[config.mk]
export PLATFORM = sky130hd
export DESIGN_NAME = rtp_packetizer_core
export DESIGN_NICKNAME = d
export VERILOG_FILES = /design/src/hdl/rtppk_pkg.sv /design/src/hdl/rtp_packetizer_core.sv /design/src/hdl/rtppk_framer.sv /design/src/hdl/rtppk_serializer.sv
export SDC_FILE = /design/constraint.sdc
export NUM_CORES = 1
export LEC_CHECK = 0
export BUFFER_PORTS_ARGS = -buffer_cell sky130_fd_sc_hd__buf_2
export CAP_MARGIN = 10
export CORE_MARGIN = 5
export CORE_UTILIZATION = 50
export DETAILED_ROUTE_END_ITERATION = 8
export GPL_TIMING_DRIVEN = 0
export PLACE_DENSITY = 0.69
export REMOVE_ABC_BUFFERS = 1
export SLEW_MARGIN = 20
export SYNTH_ARGS = -nofsm -noshare
export SYNTH_HDL_FRONTEND = slang
export SYNTH_SLANG_ARGS = --single-unit
[constraint.sdc]
create_clock -name clk -period 17.3 [get_ports clk]
set_input_delay 0 -clock clk [delete_from_list [all_inputs] [get_ports clk]]
set_output_delay 0 -clock clk [all_outputs]
set_load 0.02 [all_outputs]
[src/hdl/rtppk_pkg.sv]
// Shared types and constants for the RTP packetiser.
`timescale 1ns / 1ps
package rtppk_pkg;

  localparam int LENGTH_BITS_DEFAULT = 24;
  localparam int FRAME_LEN_W         = 24;
  localparam int PAYLOAD_W           = 11;
  localparam int PT_W                = 7;
  localparam int SEQ_W               = 16;
  localparam int TS_W                = 32;
  localparam int SSRC_W              = 32;
  localparam int CFG_INDEX_W         = 2;
  localparam int CFG_DATA_W          = 32;
  localparam int HDR_CNT_W           = 4;

  localparam logic [HDR_CNT_W-1:0] HDR_BYTES         = 4'd12;
  localparam logic [7:0]           VERSION_BYTE      = 8'h80;
  localparam logic [PT_W-1:0]      PT_RESET          = 7'd96;
  localparam logic [PAYLOAD_W-1:0] PAYLOAD_CAP_RESET = 11'd1400;
  localparam logic [CFG_DATA_W-1:0] PT_MASK          = 32'h0000_007F;

  // Register indexes on the configuration port
  localparam logic [CFG_INDEX_W-1:0] REG_SSRC         = 2'd0;
  localparam logic [CFG_INDEX_W-1:0] REG_PAYLOAD_CAP  = 2'd1;
  localparam logic [CFG_INDEX_W-1:0] REG_PAYLOAD_TYPE = 2'd2;

  typedef struct packed {
    logic [7:0]             data_byte;
    logic [FRAME_LEN_W-1:0] frame_length;
    logic [TS_W-1:0]        timestamp;
  } byte_item_t;

  typedef struct packed {
    logic [7:0] out_byte;
    logic       packet_start;
    logic       packet_end;
    logic       run_last;
  } pkt_item_t;

  typedef struct packed {
    logic [SSRC_W-1:0]    ssrc;
    logic [PAYLOAD_W-1:0] payload_cap;
    logic [PT_W-1:0]      payload_type;
  } cfg_t;

  // One accepted byte with everything its packet words need but the SSRC
  typedef struct packed {
    logic [7:0]       data_byte;
    logic             opens;
    logic [7:0]       hdr_b1;
    logic [SEQ_W-1:0] seq;
    logic [TS_W-1:0]  timestamp;
    logic             pkt_end;
  } job_t;

endpackage

[src/hdl/rtp_packetizer_core.sv]
// RTP packetiser top level: configuration registers, framer and output serialiser.
// Bytes of a frame enter on the byte channel, one word per byte, tagged with the frame length
// and timestamp; packet words leave on the pkt channel. A byte that continues a packet gives one
// output word; a byte that opens a packet gives thirteen (twelve RTP header words, then the byte);
// the single output port emits one word per cycle unless stalled. Bytes pass the job and cur
// registers, and one further byte is taken while the output is stalled. Registers ssrc, payload cap
// and payload_type must be written on the cfg port only while the block is idle; it does not check.
`timescale 1ns / 1ps
module rtp_packetizer_core #(
  parameter int LENGTH_BITS = rtppk_pkg::LENGTH_BITS_DEFAULT
) (
  input  logic                             clk,
  input  logic                             rst,
  input  logic                             cfg_write,
  input  logic [rtppk_pkg::CFG_INDEX_W-1:0] cfg_index,
  input  logic [rtppk_pkg::CFG_DATA_W-1:0]  cfg_data,
  input  logic                             byte_valid,
  output logic                             byte_stall,
  input  rtppk_pkg::byte_item_t            byte_data,
  output logic                             pkt_valid,
  input  logic                             pkt_stall,
  output rtppk_pkg::pkt_item_t             pkt_data
);
  import rtppk_pkg::*;

  cfg_t cfg;
  job_t job;
  logic job_valid, ser_ready;

  always_ff @(posedge clk) begin
    if (rst) begin
      cfg.ssrc         <= '0;
      cfg.payload_cap  <= PAYLOAD_CAP_RESET;
      cfg.payload_type <= PT_RESET;
    end else if (cfg_write) begin
      unique case (cfg_index)
        REG_SSRC:         cfg.ssrc         <= cfg_data;
        REG_PAYLOAD_CAP:  cfg.payload_cap  <= cfg_data[PAYLOAD_W-1:0];
        REG_PAYLOAD_TYPE: cfg.payload_type <= PT_W'(cfg_data & PT_MASK);
        default: ;
      endcase
    end
  end

  rtppk_framer #(
    .LENGTH_BITS (LENGTH_BITS)
  ) u_framer (
    .clk        (clk),
    .rst        (rst),
    .cfg        (cfg),
    .byte_valid (byte_valid),
    .byte_stall (byte_stall),
    .byte_data  (byte_data),
    .job_valid  (job_valid),
    .job        (job),
    .ser_ready  (ser_ready)
  );

  rtppk_serializer u_serializer (
    .clk       (clk),
    .rst       (rst),
    .ssrc      (cfg.ssrc),
    .job_valid (job_valid),
    .job       (job),
    .ser_ready (ser_ready),
    .pkt_valid (pkt_valid),
    .pkt_stall (pkt_stall),
    .pkt_data  (pkt_data)
  );

endmodule

[src/hdl/rtppk_framer.sv]
// Frame and packet bookkeeping: decides packet boundaries and registers one job per byte.
`timescale 1ns / 1ps
module rtppk_framer #(
  parameter int LENGTH_BITS = rtppk_pkg::LENGTH_BITS_DEFAULT
) (
  input  logic                 clk,
  input  logic                 rst,
  input  rtppk_pkg::cfg_t      cfg,
  input  logic                 byte_valid,
  output logic                 byte_stall,
  input  rtppk_pkg::byte_item_t byte_data,
  output logic                 job_valid,
  output rtppk_pkg::job_t      job,
  input  logic                 ser_ready
);
  import rtppk_pkg::*;

  localparam int EXT_W = LENGTH_BITS + FRAME_LEN_W;

  logic [SEQ_W-1:0]       sequence_number, sequence_number_next;
  logic [LENGTH_BITS-1:0] frame_offset, frame_offset_next;
  logic [PAYLOAD_W-1:0]   payload_left, payload_left_next;

  logic [EXT_W-1:0]       flen_ext;
  logic [LENGTH_BITS-1:0] flen_raw, flen, base_off, remaining, off_inc, cap_ext;
  logic [PAYLOAD_W-1:0]   cap, chunk, pl_cur, pl_dec;
  logic                   opening, marker, frame_done, pkt_end, accept;

  assign byte_stall = job_valid && !ser_ready;
  assign accept     = byte_valid && !byte_stall;

  always_comb begin
    flen_ext  = {{LENGTH_BITS{1'b0}}, byte_data.frame_length};
    flen_raw  = flen_ext[LENGTH_BITS-1:0];
    // a zero length counts as a one-byte frame
    flen      = (flen_raw == '0) ? LENGTH_BITS'(1) : flen_raw;
    cap       = (cfg.payload_cap == '0) ? PAYLOAD_W'(1) : cfg.payload_cap;
    cap_ext   = LENGTH_BITS'(cap);
    opening   = (payload_left == '0);
    // at a packet opening, restart the frame if the length is no longer above the offset
    base_off  = (opening && (frame_offset >= flen)) ? '0 : frame_offset;
    remaining = flen - base_off;
    marker    = (remaining <= cap_ext);
    chunk     = marker ? remaining[PAYLOAD_W-1:0] : cap;
    pl_cur    = opening ? chunk : payload_left;
    pl_dec    = pl_cur - PAYLOAD_W'(1);
    off_inc   = base_off + LENGTH_BITS'(1);
    frame_done = (off_inc >= flen) || (off_inc == '0);
    frame_offset_next    = frame_done ? '0 : off_inc;
    payload_left_next    = frame_done ? '0 : pl_dec;
    pkt_end              = frame_done || (pl_dec == '0);
    sequence_number_next = sequence_number + SEQ_W'(opening);
  end

  always_ff @(posedge clk) begin
    if (rst) begin
      sequence_number <= '0;
      frame_offset    <= '0;
      payload_left    <= '0;
      job_valid       <= 1'b0;
    end else begin
      if (accept) begin
        sequence_number <= sequence_number_next;
        frame_offset    <= frame_offset_next;
        payload_left    <= payload_left_next;
        job_valid       <= 1'b1;
      end else if (ser_ready) begin
        job_valid <= 1'b0;
      end
    end
  end

  always_ff @(posedge clk) begin
    if (accept) begin
      job.data_byte <= byte_data.data_byte;
      job.opens     <= opening;
      job.hdr_b1    <= {marker, cfg.payload_type};
      job.seq       <= sequence_number;
      job.timestamp <= byte_data.timestamp;
      job.pkt_end   <= pkt_end;
    end
  end

`ifndef SYNTH
  // an open packet always sits inside a frame that has begun
  a_open_in_frame: assert property (@(posedge clk) disable iff (rst)
    (payload_left != '0) |-> (frame_offset != '0))
    else $error("payload open at frame offset zero");

  // a held job is never overwritten
  a_job_hold: assert property (@(posedge clk) disable iff (rst)
    (job_valid && !ser_ready) |=> (job_valid && $stable(job)))
    else $error("pending job lost");

  // stall only while a job waits
  a_stall_needs_job: assert property (@(posedge clk) disable iff (rst)
    byte_stall |-> job_valid)
    else $error("input stalled with no job held");
`endif

endmodule

[src/hdl/rtppk_serializer.sv]
// Output stage: emits the twelve header words of an opening job and the payload word of each job.
`timescale 1ns / 1ps
module rtppk_serializer (
  input  logic                clk,
  input  logic                rst,
  input  logic [rtppk_pkg::SSRC_W-1:0] ssrc,
  input  logic                job_valid,
  input  rtppk_pkg::job_t     job,
  output logic                ser_ready,
  output logic                pkt_valid,
  input  logic                pkt_stall,
  output rtppk_pkg::pkt_item_t pkt_data
);
  import rtppk_pkg::*;

  job_t                        cur;
  logic                        busy;
  logic [HDR_CNT_W-1:0]        hdr_left;
  logic [HDR_BYTES-1:0][7:0]   hdr_bytes;
  logic                        payload_word;

  assign payload_word = (hdr_left == '0);
  assign ser_ready    = !busy || (!pkt_stall && payload_word);
  assign hdr_bytes    = {VERSION_BYTE, cur.hdr_b1, cur.seq, cur.timestamp, ssrc};

  always_ff @(posedge clk) begin
    if (rst) begin
      busy     <= 1'b0;
      hdr_left <= '0;
    end else if (ser_ready) begin
      busy     <= job_valid;
      hdr_left <= (job_valid && job.opens) ? HDR_BYTES : '0;
    end else if (!pkt_stall) begin
      hdr_left <= hdr_left - HDR_CNT_W'(1);
    end
  end

  always_ff @(posedge clk) begin
    if (ser_ready && job_valid) begin
      cur <= job;
    end
  end

  always_comb begin
    pkt_valid             = busy;
    pkt_data.out_byte     = payload_word ? cur.data_byte
                                         : hdr_bytes[hdr_left - HDR_CNT_W'(1)];
    pkt_data.packet_start = (hdr_left == HDR_BYTES);
    pkt_data.packet_end   = payload_word && cur.pkt_end;
    pkt_data.run_last     = payload_word;
  end

`ifndef SYNTH
  a_hdr_only_when_open: assert property (@(posedge clk) disable iff (rst)
    (hdr_left != '0) |-> (busy && cur.opens))
    else $error("header word without an opening byte");

  a_run_continues: assert property (@(posedge clk) disable iff (rst)
    (busy && !pkt_stall && !payload_word) |=> (busy && (hdr_left == $past(hdr_left) - 4'd1)))
    else $error("word run broken before its last word");

  a_start_advances: assert property (@(posedge clk) disable iff (rst)
    (pkt_valid && !pkt_stall && pkt_data.packet_start) |=> (pkt_valid && !pkt_data.packet_start
      && !pkt_data.run_last))
    else $error("header cut short after first word");
`endif

endmodule
After elaboration in Yosys (flattened, before gate mapping)
Cells that the tools add are included.

Register bits: 238. Word-level logic and storage cells: 73. Output and inout bits: 13.

$add $sub $neg: 5. Magnitude comparators: 4. Multiplexer cells: 15. Eq/ne operators: 4. Reduce and logical (&&, ||, !) cells: 25.

Operators by type and width (count): $mux W24 (3); $ge A24 B24 Y1 (2); $logic_not A24 Y1 (2); $mux W11 (4); $logic_not A11 Y1 (3); $bmux W8 S4 (1); $add A24 B1 Y24 const B (1); $le A24 B11 Y1 (1); $sub A24 B24 Y24 (1); $add A16 B1 Y16 (1); $mux W8 (2); $mux W4 (3); $sub A11 B1 Y11 const B (1); $logic_and A1 B1 Y1 (7); $reduce_and A2 Y1 (3); $lt A4 B5 Y1 const B (1); $eq A4 B4 Y1 const B (1); $logic_not A1 Y1 (4); $logic_not A4 Y1 (1); $sub A4 B1 Y4 const B (1); $logic_or A1 B1 Y1 (3); $eq A2 B1 Y1 const B (1); $eq A2 B2 Y1 const B (1); $logic_not A2 Y1 (1); 3 further kinds (4).

Depth between registers and ports, before layout
Gate-level depths: netlist of the first run.

Word-level depth: 12. Depth in mapped cells: 40. Mapped depth without buffers: 37.

Hierarchy
Synthesis of the first run repeated with hierarchy kept, for this count alone.

Cells, all modules: 1358. Area total of the unflattened synthesis: 13649.3 um2.

By module, submodules not included: rtppk_framer (times used 1, cells each 971, seq. area each 3022.9 um2, area an instance 8414.3 um2); rtppk_serializer (times used 1, cells each 180, seq. area each 2052.0 um2, area an instance 3055.4 um2); rtp_packetizer_core (times used 1, cells each 207, seq. area each 1001.0 um2, area an instance 2179.6 um2).

Worst setup path after synthesis of the first run
No wires, ideal clock.

Kind: in2reg. From: input byte_data[55] (netlist bit). To: register u_framer.job[0] (netlist name). Cell stages on the path: 37. Arrival time: 6.860 ns. Slack: 10.184 ns. Buffers on the path: 5. Cell sequence: clkbuf_1 nor4_1 nand4_1 nor2_1 or2_2 ha_1 nand2b_1 a211oi_1 nor3_1 o21ai_1 a31o_1 clkbuf_1 clkbuf_1 clkbuf_1 nand2_1 ha_1 a21oi_1 a21oi_1 o21ai_0 nand2b_1 a21oi_1 xnor2_1 ha_1 a22oi_1 o211ai_1 o21ai_0 nand4_1 nor4_1 and4_1 nand2_1 a311oi_1 nand4bb_1 buf_2 nor4b_1 xnor2_1 nor2_1 a31o_1.

Word-level cells in the longest chain between the ends: 12. Elaborated cells on any way between the ends: 16. Classes of those cells: 3 x add/sub; 3 x order compare; 4 x mux; 6 x reduce/logical.

RTL lines: start: declaration (RTL line rtp_packetizer_core.sv:19) `input rtppk_pkg::byte_item_t byte_data,`; $logic_not A24 Y1 (RTL line rtppk_framer.sv:36) `flen = (flen_raw == '0) ? LENGTH_BITS'(1) : flen_raw;`; $mux W24 * (RTL line rtppk_framer.sv:36); $ge A24 B24 Y1 (RTL line rtppk_framer.sv:41) `base_off = (opening && (frame_offset >= flen)) ? '0 : frame_offset;`; $logic_and A1 B1 Y1 (RTL line rtppk_framer.sv:41); $mux W24 (RTL line rtppk_framer.sv:41); $sub A24 B24 Y24 (RTL line rtppk_framer.sv:42) `remaining = flen - base_off;`; $le A24 B11 Y1 (RTL line rtppk_framer.sv:43) `marker = (remaining <= cap_ext);`; $mux W11 (RTL line rtppk_framer.sv:44) `chunk = marker ? remaining[PAYLOAD_W-1:0] : cap;`; $mux W11 (RTL line rtppk_framer.sv:45) `pl_cur = opening ? chunk : payload_left;`; $sub A11 B1 Y11 (RTL line rtppk_framer.sv:46) `pl_dec = pl_cur - PAYLOAD_W'(1);`; $logic_not A11 Y1 (RTL line rtppk_framer.sv:51) `pkt_end = frame_done || (pl_dec == '0);`; $logic_or A1 B1 Y1 * (RTL line rtppk_framer.sv:51); via u_framer.pkt_end (RTL line rtppk_framer.sv:27) `logic opening, marker, frame_done, pkt_end, accept;`.

The timed path passes the listed nets; every way through them passes the cells marked *. A chain may end at the register's enable or synchronous reset.

Worst setup path after layout of the first run
From: register u_framer.frame_offset[23]. To: register u_framer.job[0] (netlist name).

Word-level cells in the longest chain between the ends: 10. Elaborated cells on any way between the ends: 14. Classes of those cells: 3 x add/sub; 3 x order compare; 3 x mux; 5 x reduce/logical.

RTL lines: start: declaration (RTL line rtppk_framer.sv:21) `logic [LENGTH_BITS-1:0] frame_offset, frame_offset_next;`; start signal: assignment (RTL line rtppk_framer.sv:64) `frame_offset <= frame_offset_next;`; $ge A24 B24 Y1 (RTL line rtppk_framer.sv:41); $logic_and A1 B1 Y1 (RTL line rtppk_framer.sv:41); $mux W24 * (RTL line rtppk_framer.sv:41); $sub A24 B24 Y24 (RTL line rtppk_framer.sv:42); $le A24 B11 Y1 (RTL line rtppk_framer.sv:43); $mux W11 (RTL line rtppk_framer.sv:44); $mux W11 (RTL line rtppk_framer.sv:45); $sub A11 B1 Y11 (RTL line rtppk_framer.sv:46); $logic_not A11 Y1 (RTL line rtppk_framer.sv:51); $logic_or A1 B1 Y1 * (RTL line rtppk_framer.sv:51); via u_framer.pkt_end (RTL line rtppk_framer.sv:27).

Marks and branches as above.

==> results.cfg, run 1 <==
[outcome]
status = finished clean

[power]
p_leak_uw = 0.006049
pwr-share-seq_pct = 43.8
netSwitchingPower_uw = 435.7
swShare_pct = 29.35
power_density_nw_per_um2 = 96.27
clockPowerShare_pct = 34.5
combPwrFrac_pct = 21.7
p_int_uw = 1049
ir_drop_mv = 0.07986

[sta]
tightest_slew_ns = 1.025
skew_ns = 0.01935
max_freq_mhz = 110.2
rsz0062_at_grt = no
fin_crit_ns = 9.074
finalCritPeriodShare_pct = 52.45
hold_viol_final = 0
finalMaxSlewViolations = 0
finalSetupViolations = 0
tns_ns = 0
whs_ns = 0.04957
relSlewSlack_pct = 30.71

[flow_run]
maxCapViolCount = 0

[worst_setup_path]
r2r_slack_ns = 8.23
cp_data_arrival_time_ns = 9.36
crit_path_top_delay_cell = a31o_2
path_class = register to register
worst-path-buf-inv = 1
required_ns = 17.59
timing.rr.start = u_framer.frame_offset[23]
crit_path_max_fanout = 30
crit_cells = 29
critical_path.startpoint_type = register
critPathMaxStageDelay_ns = 0.76
ff2ff_path_depth = 29
critPathTopFamily = compound AO/OA/AOI/OAI gates
reg2reg_to = u_framer.job[0]
worst_setup_path_end_kind = register

[hold_path]
hold_depth = 4
worstHoldStart = cfg_index[1]
hold_end = cfg[9]
hold_class = input port to register

[clocking]
cts_tree = done
postCtsSetupRepairBufs = 0
htreeDepth = 1
path_clk_slew_ns = 0.07
cts_buffers = 25
cts.sinks = 238
clk_latency_ns = 0.53
cts_buffer_depth = 3
root_buffer = clkbuf_16

[detailed_routing]
drc = 0
drt-initial-drc-count = 870
ant_nets = 0
vias_per_cell = 5.762
routed_wirelength_um = 33990
wire_per_inst_um = 18.65
num_vias = 10505
first_pass_iters = 6

[placed_design]
gp_congestion = 0.9178
dp_hpwl_um = 23530
portBuffers = 115

[layout]
layout_common_cells = nand2_1 (175), edfxtp_1 (131), a21oi_1 (118)
nNetsFinal = 1666
antenna_cells = 0
final_common_cell = nand2_1
drive_gt1_share_pct = 14.27
syn_to_final_growth_pct = 19.30

[yosys]
synth_area_um2 = 12930
synth_top_area_share_pct = 30.43
seq_area_frac_synth_pct = 47.00
synth_largest_area_cell = edfxtp_1
ys_warn_count = 0
syn_area_per_cell_um2 = 9.763
synth_cells = 1324
ys_ff_latch = 238
synth_area_leaders = edfxtp_1 (30%), dfxtp_1 (17%), ha_1 (8.5%)
ys.flop_type = edfxtp_1
ys_types = 74
synthArstFlopShare_pct = 0
synth_edf_count = 131

[global_routing]
grt_start_max_net_pins = 69
grt_pass1_vias = 10099
grt_pass1_wl_um = 53490
antenna_found_initial = 0
grt_usage_pct = 22.72
globalRouteOverflowTotal = 0

[floorplanning]
row_count = 58
dieArea_um2 = 29170
ios = 116
core_um2 = 25330
die_x_um = 170.8
start_util_pct = 51.04
die_h_um = 170.8
-- cells by family after synthesis --
group	after synthesis	share of synthesized area (%)
compound gates	273	13.61
xor+xnor	62	4.201
fa+ha+maj	89	8.673
buf+inv	155	4.714
flops	238	47.00
mux	35	4.366
simple gates	472	17.43
-- power groups by stage --
stage | Combinational [uW] | Clock [uW] | Sequential (uW)
floorplan | 215 | 0 | 657
global placement | 291 | 0 | 663
detailed placement | 301 | 0 | 662
CTS | 317 | 521 | 650
global route | 354 | 543 | 654
finish | 322 | 512 | 651
-- layer usage --
| layer | routed length (um) | global-route usage, % |
|---|---|---|
| met4 | 918 | 6.319 |
| met3 | 2097 | 2.934 |
| met5 | 0 | 0 |
| met2 | 15490 | 35.94 |
| met1 | 15480 | 33.08 |
-- cell usage after synthesis (3+ instances only) --
library cell  count
a2111oi_0         4
a211o_1          11
a211oi_1          8
a21o_1           21
a21oi_1         119
a221oi_1         11
a22oi_1          15
a311oi_1          5
a31oi_1          10
and2_1           10
and3_1           12
and4_1            5
buf_1             3
buf_2             9
buf_4             4
clkbuf_1         71
dfxtp_1         107
edfxtp_1        131
ha_1             88
inv_1            66
mux2_2            7
mux2i_1          11
mux4_2           16
nand2_1         176
nand2b_1         11
nand3_1          41
nand4_1          28
nand4b_1          3
nor2_1          103
nor2b_1           6
nor3_1           30
nor4_1           16
o2111ai_1         3
o211ai_1          7
o21a_1            5
o21ai_0          26
o21ai_1           3
o21bai_1          4
o31ai_1           3
or2_2             3
or3_1             9
xnor2_1          29
xor2_1           33
-- state kept, by name, summed over array words and instances, names as in the netlist --
signal	flops
cfg	50
u_framer.sequence_number	16
u_framer.frame_offset	24
u_serializer.cur	65
u_framer.payload_left	11
u_serializer.pkt_valid	1
u_framer.job	66
u_serializer.hdr_left	4
u_framer.job_valid	1
-- stage by stage --
stage               cell area [um^2]  setup WS, ns  instances  utilization [%]  total power [uW]
floorplan                      12570         9.985       1236                -             871.3
global placement               13560         7.513       1681            53.53             953.4
detailed placement             13740         7.427       1689            54.25             963.4
CTS                            15410         7.803       1823            60.86              1489
global route                   15420         7.562       1823            60.89              1551
finish                         15420         8.226       1823            60.89              1485
-- how the worst max path moves through the flow --
stage	start	slack, ns	endpoint
after CTS	u_framer.frame_offset[23]	7.80	u_framer.job[0]
after floorplan	byte_data[51]	9.99	u_framer.job[0]
final	u_framer.frame_offset[23]	8.23	u_framer.job[0]
after detailed placement	byte_data[33]	7.43	u_framer.job[0]
after global placement	byte_data[33]	7.51	u_framer.job[0]
after global routing	u_framer.frame_offset[23]	7.56	u_framer.job[0]
-- worst min-delay path, delay by kind of cell --
family | cells | cell delay, ns
AND/OR/NAND/NOR | 2 | 0.27
buffers and inverters | 1 | 0.13
AO/OA/AOI/OAI | 1 | 0.13
-- area by class of cell --
cell class / instances / area (um^2)
Clock buffer: 36 / 706.9
Tap cell: 330 / 412.9
Inverter: 67 / 254.0
Timing Repair Buffer: 211 / 1608
Multi-Input combinational cell: 931 / 6277
Clock inverter: 10 / 85.08
Sequential cell: 238 / 6077
Fill cell: 2063 / 9906
-- repair_timing --
item,4_1_cts,5_1_grt
gates resized for setup,0,0
hold endpoints to repair,133,0
hold buffers,88,0
(Power assumes the default switching activity.)
==> inputs of run 2 (changes only) <==
clock period = 9.5 ns   (was 17.3 ns; I/O delays follow)
==> run 2 against run 1 <==
Sequential power up 83%; clock skew fell by 0.0014 ns; total power grew 82%; final area about the same; worst hold slack gained 0.0022 ns; maximum frequency rose by 6.5%; sequential share of layout area is essentially flat; final cell count did not move; clock power grew 82%; sequential cell count stayed put; critical path type unchanged; critical endpoint unchanged.
==> results.cfg, run 2 (same netlist as run 1, synthesis figures left out) <==
[floorplanning]
die_h_um = 170.8
start_util_pct = 51.04
die_x_um = 170.8
dieArea_um2 = 29170
core_um2 = 25330
ios = 116
row_count = 58

[hold_path]
hold_depth = 4
hold_class = input port to register

[power]
swShare_pct = 29.33
power_density_nw_per_um2 = 175.1
fin_total_pwr_uw = 2703
ir_drop_mv = 0.1452
clockPowerShare_pct = 34.5
pwr-share-seq_pct = 43.8
combPwrFrac_pct = 21.7
p_leak_uw = 0.006048
netSwitchingPower_uw = 792.9
p_int_uw = 1910

[worst_setup_path]
crit_path_max_fanout = 30
critical_path.startpoint_type = register
critPathMaxStageDelay_ns = 0.62
path_class = register to register
cp_data_arrival_time_ns = 8.81
worst_setup_path_end_kind = register
required_ns = 9.79
ff2ff_path_depth = 29
crit_path_top_delay_cell = a2111oi_0

[layout]
utilization_pct = 60.94
final_area_um2 = 15430
syn_to_final_growth_pct = 19.40
fill_cells = 2061
drive_gt1_share_pct = 14.33
layout_common_cells = nand2_1 (175), edfxtp_1 (131), a21oi_1 (118)
nNetsFinal = 1666
reg.largest.list = u_framer.job x66, u_serializer.cur x65, cfg x50
top_register = u_framer.job
final_common_cell = nand2_1
antenna_cells = 0
largest_reg_flops = 66

[placed_design]
dp_hpwl_um = 23530
portBuffers = 115
place_area_um2 = 13740
gp_congestion = 0.9178

[clocking]
postCtsSetupRepairBufs = 0
path_clk_slew_ns = 0.07
cts_buffer_depth = 3
clk_latency_ns = 0.53
root_buffer = clkbuf_16
cts.sinks = 238
htreeDepth = 1
cts_buffers = 25
cts_tree = done

[detailed_routing]
routed_wirelength_um = 33890
first_pass_iters = 5
ant_nets = 0
drt-initial-drc-count = 857
num_vias = 10475
drc = 0
vias_per_cell = 5.746
wire_per_inst_um = 18.59

[outcome]
status = finished clean

[flow_run]
maxCapViolCount = 0

[global_routing]
globalRouteOverflowTotal = 0
antenna_found_initial = 0
grt_start_max_net_pins = 69
grt_usage_pct = 22.72
grt_pass1_vias = 10099
grt_pass1_wl_um = 53490

[sta]
fin_crit_ns = 8.519
finalMaxSlewViolations = 0
finalCritPeriodShare_pct = 89.68
skew_ns = 0.01797
hold_viol_final = 0
rsz0062_at_grt = no
tightest_slew_ns = 1.004
relSlewSlack_pct = 32.15
finalSetupViolations = 0
max_freq_mhz = 117.4
tns_ns = 0
==> run 2: cell count changes in the layout (fill, tap and decap cells not counted) <==
cell,delta
clkinvlp_4,+1
clkinv_1,-1
a31o_2,-1
a31o_4,+1
==> run 2: worst paths after layout <==
| kind | from | endpoint | slack, ns |
|---|---|---|---|
| setup / recovery | u_framer.frame_offset[23] | u_framer.job[0] | 0.98 |
| hold / removal | cfg_index[1] | cfg[9] | 0.05 |
| setup reg to reg | u_framer.frame_offset[23] | u_framer.job[0] | 0.98 |
| hold reg to reg | u_framer.job[52] | u_serializer.cur[52] | 0.41 |
==> run 2: area by class of cell <==
class | instances | area, um^2 | share of cell area (%)
clock buffer | 36 | 706.9 | 4.580
multi-input combinational | 931 | 6286 | 40.73
sequential | 238 | 6077 | 39.38
inverter | 67 | 257.7 | 1.670
timing repair buffer | 211 | 1608 | 10.42
tap | 330 | 412.9 | 2.675
clock inverter | 10 | 85.08 | 0.5513
==> run 2: worst max-delay path, delay by kind of cell (launching register included) <==
| kind | cells | cell delay (ns) |
|---|---|---|
| buf+inv | 1 | 0.46 |
| compound gates | 12 | 3.31 |
| xor+xnor | 2 | 0.38 |
| fa+ha+maj | 3 | 0.88 |
| flops | 1 | 0.53 |
| simple gates | 11 | 2.72 |
==> run 2: power groups by stage <==
stage / Sequential (uW) / Combinational [uW] / Clock, uW
2_1_floorplan: 1200 / 391 / 0
3_3_place_gp: 1210 / 529 / 0
3_5_place_dp: 1210 / 549 / 0
4_1_cts: 1180 / 578 / 949
5_1_grt: 1190 / 645 / 990
6_report: 1190 / 586 / 932
==> run 2: metrics by stage <==
step                instances  hold slack, ns  setup slack, ns
CTS                      1823         0.01908         0.003140
finish                   1823         0.05179           0.9807
global route             1823         0.07334           0.3356
floorplan                1236         0.06907            2.185
detailed placement       1689          0.1781          -0.3734
global placement         1681          0.1770          -0.2875
==> run 2: metal layers <==
metal  GRT usage (%)  vias up  share of wire (%)
met4           6.319        0                2.5
met1           33.08     4992                 45
li1                -     5095                  -
met2           35.94      336                 46
met3           2.934       52                6.0
met5               0        -                  0
==> run 2: repair_timing <==
| action | 4_1_cts | 5_1_grt |
|---|---|---|
| gates resized for setup | 0 | 2 |
| setup endpoints to repair | 0 | 1 |
| hold endpoints to repair | 133 | 0 |
| hold buffers | 88 | 0 |
